$ cat src/sv/ptt_pkg.sv
`default_nettype none

package ptt_pkg;

	// configuration register indexes
	localparam int unsigned CfgIdxW = 3;
	localparam int unsigned CfgDataW = 10;

	typedef enum logic [CfgIdxW-1:0] {
		REG_GAIN_X      = 3'd0,
		REG_GAIN_Y      = 3'd1,
		REG_DEADZONE    = 3'd2,
		REG_SLOW_RADIUS = 3'd3,
		REG_MIN_ANGLE_X = 3'd4,
		REG_MAX_ANGLE_X = 3'd5,
		REG_MIN_ANGLE_Y = 3'd6,
		REG_MAX_ANGLE_Y = 3'd7
	} cfg_reg_t;

	// reset values
	localparam logic [9:0] GainReset     = 10'd26;
	localparam logic [7:0] DeadzoneReset = 8'd5;
	localparam logic [7:0] SlowReset     = 8'd10;
	localparam logic [7:0] MinAngleReset = 8'd0;
	localparam logic [7:0] MaxAngleReset = 8'd180;
	localparam logic [7:0] HeldReset     = 8'd90;

	// gain fraction bits
	localparam int unsigned FracBits = 8;

	// input item
	typedef struct packed {
		logic signed [15:0] target_x;
		logic signed [15:0] target_y;
	} in_item_t;

	// result item
	typedef struct packed {
		logic [7:0] angle_x;
		logic [7:0] angle_y;
		logic       moved;
	} out_item_t;

	// what one axis lane found
	typedef struct packed {
		logic               over_dz;
		logic [15:0]        err_sq;
		logic signed [19:0] prod;
	} lane_res_t;

	// merged decision for both axes
	typedef struct packed {
		logic moved;
		logic slow;
	} decision_t;

endpackage

`default_nettype wire

$ cat src/sv/pan_tilt_proportional_tracker.sv
`default_nettype none

// Pan/tilt proportional tracker. Takes one target pair per cycle and returns
// one result item per target, in the cycle after acceptance, from an output
// register. Each axis has its own lane (clamp, error, square, gain product);
// a merge stage forms the deadzone and slow zone decisions, and the new held
// angles are written at the same edge, so the next item already sees them.
// Sustained rate is one item per cycle unless the output stalls, set by the
// loop through the lanes back to the held angle registers; input stall is raised
// only while a finished result is stalled at the output. Configuration writes
// are always ready and should be made while no item is in flight.
module pan_tilt_proportional_tracker (
	input  logic                            clk,
	input  logic                            arst_n,
	input  logic                            in_valid,
	output logic                            in_stall,
	input  ptt_pkg::in_item_t               in_data,
	output logic                            out_valid,
	input  logic                            out_stall,
	output ptt_pkg::out_item_t              out_data,
	input  logic                            cfg_valid,
	output logic                            cfg_ready,
	input  logic [ptt_pkg::CfgIdxW-1:0]     cfg_index,
	input  logic [ptt_pkg::CfgDataW-1:0]    cfg_data
);

	logic [9:0]          gain_x_q, gain_y_q;
	logic [7:0]          deadzone_q, slow_radius_q;
	logic [7:0]          min_x_q, max_x_q, min_y_q, max_y_q;
	logic [7:0]          held_x_q, held_y_q;
	logic                out_valid_q;
	ptt_pkg::out_item_t  out_q;
	ptt_pkg::lane_res_t  res_x, res_y;
	ptt_pkg::decision_t  dec;
	logic [7:0]          next_x, next_y;
	logic                fire;

	// handshake
	assign cfg_ready = 1'b1;
	assign in_stall  = out_valid_q && out_stall;
	assign fire      = in_valid && !in_stall;
	assign out_valid = out_valid_q;
	assign out_data  = out_q;

	// configuration registers
	always_ff @(posedge clk or negedge arst_n) begin
		if (!arst_n) begin
			gain_x_q      <= ptt_pkg::GainReset;
			gain_y_q      <= ptt_pkg::GainReset;
			deadzone_q    <= ptt_pkg::DeadzoneReset;
			slow_radius_q <= ptt_pkg::SlowReset;
			min_x_q       <= ptt_pkg::MinAngleReset;
			max_x_q       <= ptt_pkg::MaxAngleReset;
			min_y_q       <= ptt_pkg::MinAngleReset;
			max_y_q       <= ptt_pkg::MaxAngleReset;
		end else if (cfg_valid && cfg_ready) begin
			unique case (ptt_pkg::cfg_reg_t'(cfg_index))
				ptt_pkg::REG_GAIN_X:      gain_x_q      <= cfg_data;
				ptt_pkg::REG_GAIN_Y:      gain_y_q      <= cfg_data;
				ptt_pkg::REG_DEADZONE:    deadzone_q    <= cfg_data[7:0];
				ptt_pkg::REG_SLOW_RADIUS: slow_radius_q <= cfg_data[7:0];
				ptt_pkg::REG_MIN_ANGLE_X: min_x_q       <= cfg_data[7:0];
				ptt_pkg::REG_MAX_ANGLE_X: max_x_q       <= cfg_data[7:0];
				ptt_pkg::REG_MIN_ANGLE_Y: min_y_q       <= cfg_data[7:0];
				ptt_pkg::REG_MAX_ANGLE_Y: max_y_q       <= cfg_data[7:0];
				default: ;
			endcase
		end
	end

	// axis lanes
	ptt_lane u_lane_x (
		.target   (in_data.target_x),
		.held     (held_x_q),
		.lo       (min_x_q),
		.hi       (max_x_q),
		.deadzone (deadzone_q),
		.gain     (gain_x_q),
		.res      (res_x)
	);

	ptt_lane u_lane_y (
		.target   (in_data.target_y),
		.held     (held_y_q),
		.lo       (min_y_q),
		.hi       (max_y_q),
		.deadzone (deadzone_q),
		.gain     (gain_y_q),
		.res      (res_y)
	);

	// merge lane findings
	ptt_merge u_merge (
		.res_x       (res_x),
		.res_y       (res_y),
		.slow_radius (slow_radius_q),
		.dec         (dec)
	);

	// per-axis update
	ptt_apply u_apply_x (
		.prod       (res_x.prod),
		.held       (held_x_q),
		.lo         (min_x_q),
		.hi         (max_x_q),
		.dec        (dec),
		.next_angle (next_x)
	);

	ptt_apply u_apply_y (
		.prod       (res_y.prod),
		.held       (held_y_q),
		.lo         (min_y_q),
		.hi         (max_y_q),
		.dec        (dec),
		.next_angle (next_y)
	);

	// held angles and output valid
	always_ff @(posedge clk or negedge arst_n) begin
		if (!arst_n) begin
			held_x_q    <= ptt_pkg::HeldReset;
			held_y_q    <= ptt_pkg::HeldReset;
			out_valid_q <= 1'b0;
		end else begin
			if (fire) begin
				held_x_q    <= next_x;
				held_y_q    <= next_y;
				out_valid_q <= 1'b1;
			end else if (!out_stall) begin
				out_valid_q <= 1'b0;
			end
		end
	end

	// result item register
	always_ff @(posedge clk) begin
		if (fire) begin
			out_q.angle_x <= next_x;
			out_q.angle_y <= next_y;
			out_q.moved   <= dec.moved;
		end
	end

	// checks
	a_result_follows_item: assert property (@(posedge clk) disable iff (!arst_n)
		fire |=> out_valid)
		else $error("accepted item produced no result");

	a_result_matches_held: assert property (@(posedge clk) disable iff (!arst_n)
		out_valid |-> (out_data.angle_x == held_x_q) && (out_data.angle_y == held_y_q))
		else $error("pending result disagrees with held angles");

	a_held_only_on_item: assert property (@(posedge clk) disable iff (!arst_n)
		!fire |=> $stable(held_x_q) && $stable(held_y_q))
		else $error("held angles changed without an item");

endmodule

`default_nettype wire

$ cat src/sv/ptt_lane.sv
`default_nettype none

module ptt_lane (
	input  logic signed [15:0] target,
	input  logic [7:0]         held,
	input  logic [7:0]         lo,
	input  logic [7:0]         hi,
	input  logic [7:0]         deadzone,
	input  logic [9:0]         gain,
	output ptt_pkg::lane_res_t res
);

	logic [7:0]        tgt;
	logic signed [8:0] err;
	logic [8:0]        abs_err;

	// clamp target, min tested first
	always_comb begin
		if (target < $signed({8'd0, lo})) begin
			tgt = lo;
		end else if (target > $signed({8'd0, hi})) begin
			tgt = hi;
		end else begin
			tgt = target[7:0];
		end
	end

	// error against held angle
	assign err     = $signed({1'b0, tgt}) - $signed({1'b0, held});
	assign abs_err = err[8] ? 9'(-err) : 9'(err);

	// deadzone test, squared error and gain product
	assign res.over_dz = abs_err > {1'b0, deadzone};
	assign res.err_sq  = {8'd0, abs_err[7:0]} * {8'd0, abs_err[7:0]};
	assign res.prod    = $signed({10'd0, gain}) * $signed({{11{err[8]}}, err});

endmodule

`default_nettype wire

$ cat src/sv/ptt_merge.sv
`default_nettype none

module ptt_merge (
	input  ptt_pkg::lane_res_t res_x,
	input  ptt_pkg::lane_res_t res_y,
	input  logic [7:0]         slow_radius,
	output ptt_pkg::decision_t dec
);

	logic [16:0] dist2;
	logic [15:0] r2;

	// combine both lanes
	assign dist2     = {1'b0, res_x.err_sq} + {1'b0, res_y.err_sq};
	assign r2        = {8'd0, slow_radius} * {8'd0, slow_radius};
	assign dec.moved = res_x.over_dz || res_y.over_dz;
	assign dec.slow  = dist2 < {1'b0, r2};

endmodule

`default_nettype wire

$ cat src/sv/ptt_apply.sv
`default_nettype none

module ptt_apply (
	input  logic signed [19:0] prod,
	input  logic [7:0]         held,
	input  logic [7:0]         lo,
	input  logic [7:0]         hi,
	input  ptt_pkg::decision_t dec,
	output logic [7:0]         next_angle
);

	logic signed [12:0] shifted;
	logic signed [12:0] sum;
	logic [7:0]         clamped;

	// floor division by 256, or 512 in the slow zone
	assign shifted = dec.slow ? 13'(prod >>> (ptt_pkg::FracBits + 1))
		: 13'(prod >>> ptt_pkg::FracBits);
	assign sum     = $signed({5'd0, held}) + shifted;

	// clamp new angle, min tested first
	always_comb begin
		if (sum < $signed({5'd0, lo})) begin
			clamped = lo;
		end else if (sum > $signed({5'd0, hi})) begin
			clamped = hi;
		end else begin
			clamped = sum[7:0];
		end
	end

	assign next_angle = dec.moved ? clamped : held;

endmodule

`default_nettype wire

$ cat config.mk
export PLATFORM = sky130hd
export DESIGN_NAME = pan_tilt_proportional_tracker
export DESIGN_NICKNAME = d
export VERILOG_FILES = /design/src/sv/ptt_pkg.sv /design/src/sv/pan_tilt_proportional_tracker.sv /design/src/sv/ptt_lane.sv /design/src/sv/ptt_merge.sv /design/src/sv/ptt_apply.sv
export SDC_FILE = /design/constraint.sdc
export NUM_CORES = 1
export LEC_CHECK = 0
export BUFFER_PORTS_ARGS = -buffer_cell sky130_fd_sc_hd__buf_2
export CORE_ASPECT_RATIO = 0.6
export CORE_MARGIN = 3
export CORE_UTILIZATION = 35
export CTS_CLUSTER_SIZE = 28
export DETAILED_ROUTE_END_ITERATION = 10
export PLACE_DENSITY = 0.57
export SYNTH_ARGS = -nofsm -noshare
export SYNTH_HDL_FRONTEND = slang
export SYNTH_SLANG_ARGS = --single-unit
$ cat constraint.sdc
create_clock -name clk -period 15.7 [get_ports clk]
set_clock_uncertainty 0.15 [all_clocks]
set_input_delay 1.57 -clock clk [delete_from_list [all_inputs] [get_ports clk]]
set_output_delay 1.57 -clock clk [all_outputs]
set_load 0.005 [all_outputs]
==> impl_metrics.tcl, run 1 <==
set metrics [dict create \
    synth-edff-count 17 \
    gp_congestion 0.920 \
    yosysWarnings 0 \
    critPathLaunchType "input port" \
    dieArea_um2 59400 \
    syn_area_um2 19800 \
    fin_util_pct 42.4 \
    seqCellArea_um2 2670 \
    postCtsHoldBufs 0 \
    std_cell_rows 66 \
    crit_type "input port to register" \
    numPortBuffers 68 \
    instances_no_fill 3237 \
    core_area_um2 55000 \
    async_flop_share_pct 83.3 \
    cts_max_path_buffers 2 \
    first_global_vias 16693 \
    nNetsFinal 3063 \
    cp_max_fo 8 \
    drt-vias-per-instance 5.09 \
    synth-main-ff-cell "dfrtp_1" \
    ctsHtreeMaxLevel 3 \
    dr.pass1.iters 5 \
    slew-limit-headroom_pct 23.2 \
    cp.arrival_ps 14980 \
    setup_viol 0 \
    grt_usage_pct 19.7 \
    grt_pass1_wl_mm 92.3 \
    yosysTopAreaCell "fa_1" \
    final_antenna_net_count 0 \
    fillers 5462 \
    min_path_type "register to register" \
    maxCapViolCount 0 \
    worst_pin_slew_ps 1150 \
    fin_hold_ws_ps 379 \
    grt_overflow_total 0 \
    drc 0 \
    synth_area_leaders "fa_1, ha_1, dfrtp_1" \
    pin_count 70 \
    syn_area_per_cell_um2 8.80 \
    period_share_pct 95.8 \
    dp_hpwl_mm 49.0 \
    antenna_found_initial 4 \
    synth_cell_types 85 \
    cts-root-buf "clkbuf_16" \
    worstPathRequired_ps 15640 \
    wl_per_cell_um 17.8 \
    multi_input_area_um2 15800 \
    area_growth_pct 18.0 \
    max_freq_ghz 0.0665 \
    drt_wl_total_mm 57.5 \
    hold_viol_final 0 \
    cts_tree "done" \
    drtIter0Drc 1110 \
    grt_max_degree 76 \
    design_area_um2 23300 \
    synth_top_area_share_pct 22.0 \
    max_stage_delay_ps 550 \
    synth_cells 2244 \
    clkTransAtPathRegs_ps 80 \
    drv_slew 0 \
    initial_utilization_pct 35.9 \
    timing.critical_path.mode_cell "fa_1" \
    die-width_um 313 \
    endpoint_kind "register" \
    status "finished clean" \
    cts_buffers 9 \
    vias 16467 \
    min_period_ps 15040 \
    insertion_delay_ps 390 \
    die_h_um 190 \
    cpMaxStageDelayCell "fa_1" \
    drive_above_1_share_pct 20.6 \
    dpl.cell_count 3206 \
    placed_area_um2 22400 \
    seq_area_frac_synth_pct 13.5 \
    synth-seq-cells 102 \
    cts.sinks 102 \
]
logic make-up after synthesis:
family,Yosys count,share of synthesized area [%]
multiplexers,78,4.33
AO/OA/AOI/OAI,387,12.9
XOR/XNOR,74,3.28
flip-flops,102,13.5
buffers and inverters,445,8.57
AND/OR/NAND/NOR,626,15.6
adder cells (fa/ha/maj),530,41.8
other,2,0.0380
per-layer routing:
metal  GRT usage (%)  vias up  wire, um  share of wire [%]
li1                -     7897         -                  -
met3            5.06       34      4850                8.4
met5               0        -        13              0.023
met1            31.2     8084     30100                 52
met4            2.48        2       511               0.89
met2            26.8      450     22000                 38
per-stage QoR:
step           setup slack (ps)  TNS, ps
6_report                    664        0
4_1_cts                    16.5        0
2_1_floorplan              28.3        0
5_1_grt                   -54.3     -189
3_3_place_gp               -274    -4110
3_5_place_dp               -561   -13070
state kept, by name, indices dropped and copies added, names as in the netlist:
name and cells:
deadzone_q 8, gain_x_q 10, gain_y_q 10, held_x_q 8, held_y_q 8, max_x_q 8, max_y_q 8, min_x_q 8
min_y_q 8, out_data 17, out_valid 1, slow_radius_q 8
repair_timing:
action | in CTS | in global routing
pin swaps | 0 | 38
resized for setup | 5 | 142
setup endpoints to repair | 20 | 32
setup buffers | 0 | 14
path summary, 6_finish.rpt:
check / endpoint / slack, ps / depth (start not counted) / startpoint
max in group asynchronous: slow_radius_q[2]$_DFFE_PN0P_ / 13310 / 2 / arst_n
min in group asynchronous: max_x_q[6]$_DFFE_PN0P_ / 840 / 1 / arst_n
worst max register to register: out_data[13]$_DFFE_PP_ / 1360 / 70 / max_x_q[1]$_DFFE_PN0P_
worst max-delay path: out_data[13]$_DFFE_PP_ / 660 / 70 / in_data[17]
worst min register to register: min_y_q[1]$_DFFE_PN0P_ / 380 / 1 / min_y_q[1]$_DFFE_PN0P_
worst min-delay path: min_y_q[1]$_DFFE_PN0P_ / 380 / 1 / min_y_q[1]$_DFFE_PN0P_
critical path: cells and delay by family:
family / cells / cell delay, ps
buf+inv: 12 / 1120
simple gates: 13 / 2090
fa+ha+maj: 13 / 4950
compound gates: 27 / 4170
mux: 2 / 570
xor+xnor: 3 / 490
final cells by class:
cell class	count	share of cell area (%)
inverters	376	6.07
clock inverters	6	0.424
clock buffers	10	1.07
flip-flops and latches	102	11.5
multi-input cells	1698	68.0
well taps	748	4.02
diodes	1	0.0107
repair buffers	296	9.00
layout by cell type, fill, tap and decap left out, types with 12 or more instances in the layout:
cell	n
a21o_1	38
a21oi_1	94
a21oi_2	12
a221oi_1	20
and2_1	85
and3_1	12
buf_2	67
buf_4	220
dfrtp_1	59
dfstp_2	26
edfxtp_1	17
fa_1	215
ha_1	310
inv_1	366
mux2_2	58
mux2i_1	13
nand2_1	205
nand2b_1	50
nand3_1	24
nor2_1	133
nor2b_1	18
nor3_1	16
o21a_1	29
o21ai_0	65
o21ai_1	24
xnor2_1	42
xor2_1	20
synthesized netlist by cell type, types with 26 or more instances:
cell type  number
nand2b_1       51
dfrtp_1        59
and2_1         85
o21ai_0        92
a21o_1         38
nor2_1        142
xor2_1         27
ha_1          313
dfstp_2        26
a21oi_1       105
mux2_2         59
xnor2_1        47
o21a_1         29
inv_1         373
nand2_1       209
clkbuf_1       60
fa_1          217
Power of run 1 is not shown: default switching activity piles up to over one toggle a cycle in this logic, so the estimate is an artifact.
==> inputs of run 2 (changes only) <==
--- a/config.mk
+++ b/config.mk
@@ -14,4 +14,5 @@
 export PLACE_DENSITY = 0.57
 export SYNTH_ARGS = -nofsm -noshare
 export SYNTH_HDL_FRONTEND = slang
+export SYNTH_HIERARCHICAL = 1
 export SYNTH_SLANG_ARGS = --single-unit
==> run 2 against run 1 <==
  * Wire length is 2.0% lower
  * Hold slack better by 47 ps
  * First-iteration DRC count is 0.54% higher
  * Critical path type unchanged
  * Register-to-register slack worse by 110 ps
  * Critical endpoint is now held_y_q[2]$_DFFE_PN0P_
  * Via count is 0.48% lower
  * Critical path depth is 14 lower
  * Cell area is 0.51% lower
  * Area after synthesis is 7.9% higher
  * Utilization is 3.6 points lower
  * Synthesized cell count is 3.6% higher
  * Maximum frequency is 0.82% lower
  * Global-route usage is 1.9 points lower
  * Largest cell class unchanged
==> impl_metrics.tcl, run 2 <==
set metrics [dict create \
    max_freq_ghz 0.0660 \
    final_antenna_net_count 0 \
    maxCapViolCount 0 \
    vias 16388 \
    drc 0 \
    grt_pass1_wl_mm 91.3 \
    cpMaxStageDelayCell "or4_4" \
    clkTransAtPathRegs_ps 70 \
    drtIter0Drc 1116 \
    synth_fp_nets 2911 \
    fin_hold_ws_ps 426 \
    cts.sinks 102 \
    min_path_type "register to register" \
    pre_cts_slack_ps 64.3 \
    drive_above_1_share_pct 15.3 \
    nNetsFinal 2992 \
    diodes 0 \
    crit_type "input port to register" \
    period_share_pct 96.6 \
    die-width_um 325 \
    first_global_vias 16490 \
    grt_overflow_total 0 \
    worstPathRequired_ps 15800 \
    setup_viol 0 \
    layout_commonest_cell "inv_1" \
    dp_hpwl_mm 47.2 \
    synth_cells 2324 \
    max_stage_delay_ps 610 \
    instances_no_fill 3226 \
    timing.critical_path.mode_cell "ha_1" \
    numPortBuffers 68 \
    cp.arrival_ps 15260 \
    endpoint_kind "register" \
    initial_utilization_pct 35.7 \
    drv_slew 0 \
    yosysWarnings 6 \
    dpl.cell_count 3206 \
    slew-limit-headroom_pct 15.7 \
    cts_max_path_buffers 2 \
    postCtsHoldBufs 0 \
    hold_viol_final 0 \
    critPathLaunchType "input port" \
    worst_pin_slew_ps 1260 \
    dr.pass1.iters 6 \
    syn_area_um2 21300 \
    die_h_um 197 \
    multi_input_area_um2 16800 \
    tns_ps 0 \
    cts-root-buf "clkbuf_16" \
    cts_tree "done" \
    layout_common_cells "inv_1, ha_1, fa_1" \
    cp_max_fo 19 \
    syn_area_per_cell_um2 9.17 \
    fin_ws_ps 539 \
    ctsHtreeMaxLevel 3 \
    insertion_delay_ps 370 \
    pin_count 70 \
    min_period_ps 15160 \
    status "finished clean" \
    drt_wl_total_mm 56.4 \
    gp_congestion 0.935 \
    cts_buffers 9 \
    fillers 6114 \
    grt_usage_pct 17.7 \
    rsz0062_at_grt "false" \
    wl_per_cell_um 17.5 \
    grt_max_degree 66 \
    drt-vias-per-instance 5.08 \
    core_area_um2 59700 \
    largest_register_ffs 17 \
    dieArea_um2 64000 \
    std_cell_rows 69 \
    antenna_found_initial 2 \
    area_growth_pct 8.82 \
    seqCellArea_um2 2670 \
]
[run 2: cell count changes in the layout (fill, tap and decap cells not counted), sizes merged, moves of 32 or more]
| cell | before | now |
|---|---|---|
| buf | 296 | 127 |
| xnor2 | 47 | 79 |
| mux2i | 19 | 57 |
| mux2 | 59 | 106 |
| nand2 | 209 | 129 |
| inv | 375 | 425 |
[run 2: layer usage]
layer	vias up	share of wire (%)	GRT usage [%]
met2	479	37	24.0
met5	-	0	0
met1	8021	55	29.5
met3	29	6.9	2.90
met4	0	0.69	1.86
li1	7859	-	-
[run 2: stage by stage]
step	utilization, %	area (um2)
6_report	38.8	23200
5_1_grt	38.8	23200
4_1_cts	38.6	23100
3_5_place_dp	38.1	22800
3_3_place_gp	38.1	22800
2_1_floorplan	-	21300
[run 2: area by class of cell]
cell class,count,share of cell area [%]
multi-input cells,1743,72.6
flip-flops and latches,102,11.5
inverters,422,6.83
well taps,816,4.40
repair buffers,127,3.44
clock buffers,9,0.971
clock inverters,7,0.281
[run 2: worst max-delay path, delay by kind of cell]
kind / cells / cell delay (ps)
adders and majority gates: 13 / 5080
AOI/OAI and AO/OA: 22 / 4130
and+or+nand+nor: 6 / 1700
xor gates and xnor gates: 5 / 1110
muxes: 5 / 1100
buffers and inverters: 5 / 580
[run 2: final timing paths]
path	slack (ps)	from	cells after the start	end
setup reg to reg	1250	max_x_q[5]$_DFFE_PN1P_	56	held_y_q[2]$_DFFE_PN0P_
hold reg to reg	430	deadzone_q[4]$_DFFE_PN0P_	1	deadzone_q[4]$_DFFE_PN0P_
hold / removal	430	deadzone_q[4]$_DFFE_PN0P_	1	deadzone_q[4]$_DFFE_PN0P_
setup / recovery	540	in_data[21]	56	held_y_q[2]$_DFFE_PN0P_
min in group asynchronous	930	arst_n	1	held_y_q[5]$_DFFE_PN0P_
max in group asynchronous	13310	arst_n	2	deadzone_q[1]$_DFFE_PN0P_
[run 2: what timing repair did]
action | CTS | global route
setup endpoints to repair | 0 | 32
resized for setup | 0 | 25
setup buffers | 0 | 4
Power of run 2 is left out for the same reason.
==> inputs of run 3 (changes only) <==
--- a/config.mk
+++ b/config.mk
@@ -5,6 +5,7 @@
 export SDC_FILE = /design/constraint.sdc
 export NUM_CORES = 1
 export LEC_CHECK = 0
+export ABC_AREA = 1
 export BUFFER_PORTS_ARGS = -buffer_cell sky130_fd_sc_hd__buf_2
 export CORE_ASPECT_RATIO = 0.6
 export CORE_MARGIN = 3
==> run 3 against run 2 <==
  * Die area increased by 3.5%
  * Wire length increased by 7.6%
  * Utilization decreased by 0.64 points
  * Register-to-register slack improved by 1000 ps
  * Sequential cell count unchanged
  * First-iteration DRC count increased by 46%
  * Cell count increased by 22%
  * Synthesized cell count increased by 32%
==> impl_metrics.tcl, run 3 <==
set metrics [dict create \
    status "finished clean" \
    drt_wl_total_mm 60.7 \
    timing.critical_path.mode_cell "nand2_1" \
    min_path_type "register to register" \
    syn_area_per_cell_um2 7.18 \
    min_period_ps 14180 \
    critPathLaunchType "input port" \
    final_antenna_net_count 0 \
    cts_resized 0 \
    cts_tree "done" \
    cts.sinks 102 \
    rsz0062_at_grt "false" \
    crit_start "in_data[1]" \
    drtIter0Drc 1627 \
    grt_max_degree 74 \
    drv_slew 0 \
    std_cell_rows 70 \
    endpoint_kind "register" \
    hold_viol_final 0 \
    dp_hpwl_mm 51.9 \
    r2r_slack_ps 2280 \
    reg2reg_depth 75 \
    cts_setup_buffers 0 \
    drt-vias-per-instance 4.77 \
    cts-root-buf "clkbuf_16" \
    worst_pin_slew_ps 1020 \
    cts_max_path_buffers 2 \
    dieArea_um2 66200 \
    max_stage_delay_ps 540 \
    first_global_vias 17327 \
    pin_count 70 \
    dr.pass1.iters 6 \
    grt_pass1_wl_mm 99.1 \
    nNetsFinal 3697 \
    cp.arrival_ps 14340 \
    cts_buffers 9 \
    die-width_um 330 \
    layout_common_cells "nand2_1, inv_1, ha_1" \
    layout_commonest_cell "nand2_1" \
    maxCapViolCount 0 \
    ctsHtreeMaxLevel 3 \
    gp_congestion 0.932 \
    synth_fp_nets 3660 \
    cp_max_fo 12 \
    yosysWarnings 6 \
    grt_usage_pct 18.8 \
    syn_area_um2 22100 \
    initial_utilization_pct 35.8 \
    antenna_found_initial 4 \
    insertion_delay_ps 380 \
    largest_register_ffs 17 \
    slew-limit-headroom_pct 31.9 \
    core_area_um2 61700 \
    r2r_end "held_x_q[0]$_DFFE_PN0P_" \
    wl_per_cell_um 15.4 \
    crit_type "input port to register" \
    clkTransAtPathRegs_ps 90 \
    grt_overflow_total 0 \
    synth_cells 3073 \
    period_share_pct 90.3 \
    setup_viol 0 \
    r2r_start "min_y_q[1]$_DFFE_PN0P_" \
    timing.critical_path.to "held_x_q[0]$_DFFE_PN0P_" \
    die_h_um 200 \
    postCtsHoldBufs 0 \
    drive_above_1_share_pct 9.89 \
    drc 0 \
    numPortBuffers 68 \
    vias 18808 \
    cpMaxStageDelayCell "fa_1" \
    worstPathRequired_ps 15860 \
    tns_ps 0 \
    max_freq_ghz 0.0705 \
    area_growth_pct 6.67 \
]
-- run 3: changes by cell type in the layout (fill, tap and decap cells not counted), sizes merged, moves of 25 or more --
| cell | before | now |
|---|---|---|
| inv | 425 | 614 |
| mux2i | 57 | 0 |
| xnor2 | 79 | 35 |
| nor2 | 134 | 234 |
| nand2b | 34 | 0 |
| nand3 | 18 | 201 |
| nor2b | 38 | 0 |
| buf | 127 | 78 |
| a21oi | 89 | 138 |
| mux2 | 106 | 0 |
| and2 | 102 | 0 |
| nand2 | 129 | 929 |
| a21o | 30 | 5 |
-- run 3: final cells by class --
type / count / area (um2)
diodes: 1 / 2.50
repair buffers: 78 / 418
multi-input cells: 2300 / 16800
clock buffers: 9 / 225
clock inverters: 7 / 91.3
inverters: 619 / 2330
flip-flops and latches: 102 / 2670
fillers: 6510 / 38100
well taps: 828 / 1040
-- run 3: stage by stage --
stage | cell area [um2] | hold WS [ps] | utilization (%) | cells | worst slack [ps]
finish | 23500 | 341 | 38.2 | 3944 | 1520
global route | 23500 | 355 | 38.2 | 3944 | 149
CTS | 23500 | 337 | 38.2 | 3943 | 1670
detailed placement | 23200 | 323 | 37.7 | 3927 | 1320
global placement | 23200 | 328 | 37.7 | 3927 | 1370
floorplan | 22100 | 294 | - | 3073 | 2980
-- run 3: critical path, delay by kind of cell --
family,cells,cell delay [ps]
AO/OA/AOI/OAI,11,2160
XOR/XNOR,2,390
adder cells (fa/ha/maj),13,4810
buffers and inverters,9,1200
AND/OR/NAND/NOR,40,4180
-- run 3: routing by layer --
| metal | GRT usage [%] | routed length [um] | up-vias |
|---|---|---|---|
| li1 | - | - | 9599 |
| met1 | 32.8 | 34700 | 8613 |
| met2 | 21.6 | 19800 | 571 |
| met3 | 5.80 | 5970 | 21 |
| met4 | 1.73 | 286 | 4 |
| met5 | 0 | 16 | - |
-- run 3: worst min-delay path by stage --
stage                                   end                          from  cells past startpoint  slack [ps]
3_3_place_gp      deadzone_q[2]$_DFFE_PN1P_     deadzone_q[2]$_DFFE_PN1P_                      2         330
6_report          deadzone_q[2]$_DFFE_PN1P_     deadzone_q[2]$_DFFE_PN1P_                      2         340
5_1_grt           deadzone_q[2]$_DFFE_PN1P_     deadzone_q[2]$_DFFE_PN1P_                      2         350
4_1_cts           deadzone_q[2]$_DFFE_PN1P_     deadzone_q[2]$_DFFE_PN1P_                      2         340
3_5_place_dp      deadzone_q[2]$_DFFE_PN1P_     deadzone_q[2]$_DFFE_PN1P_                      2         320
2_1_floorplan  slow_radius_q[0]$_DFFE_PN0P_  slow_radius_q[0]$_DFFE_PN0P_                      2         290
Power of run 3 is left out for the same reason.
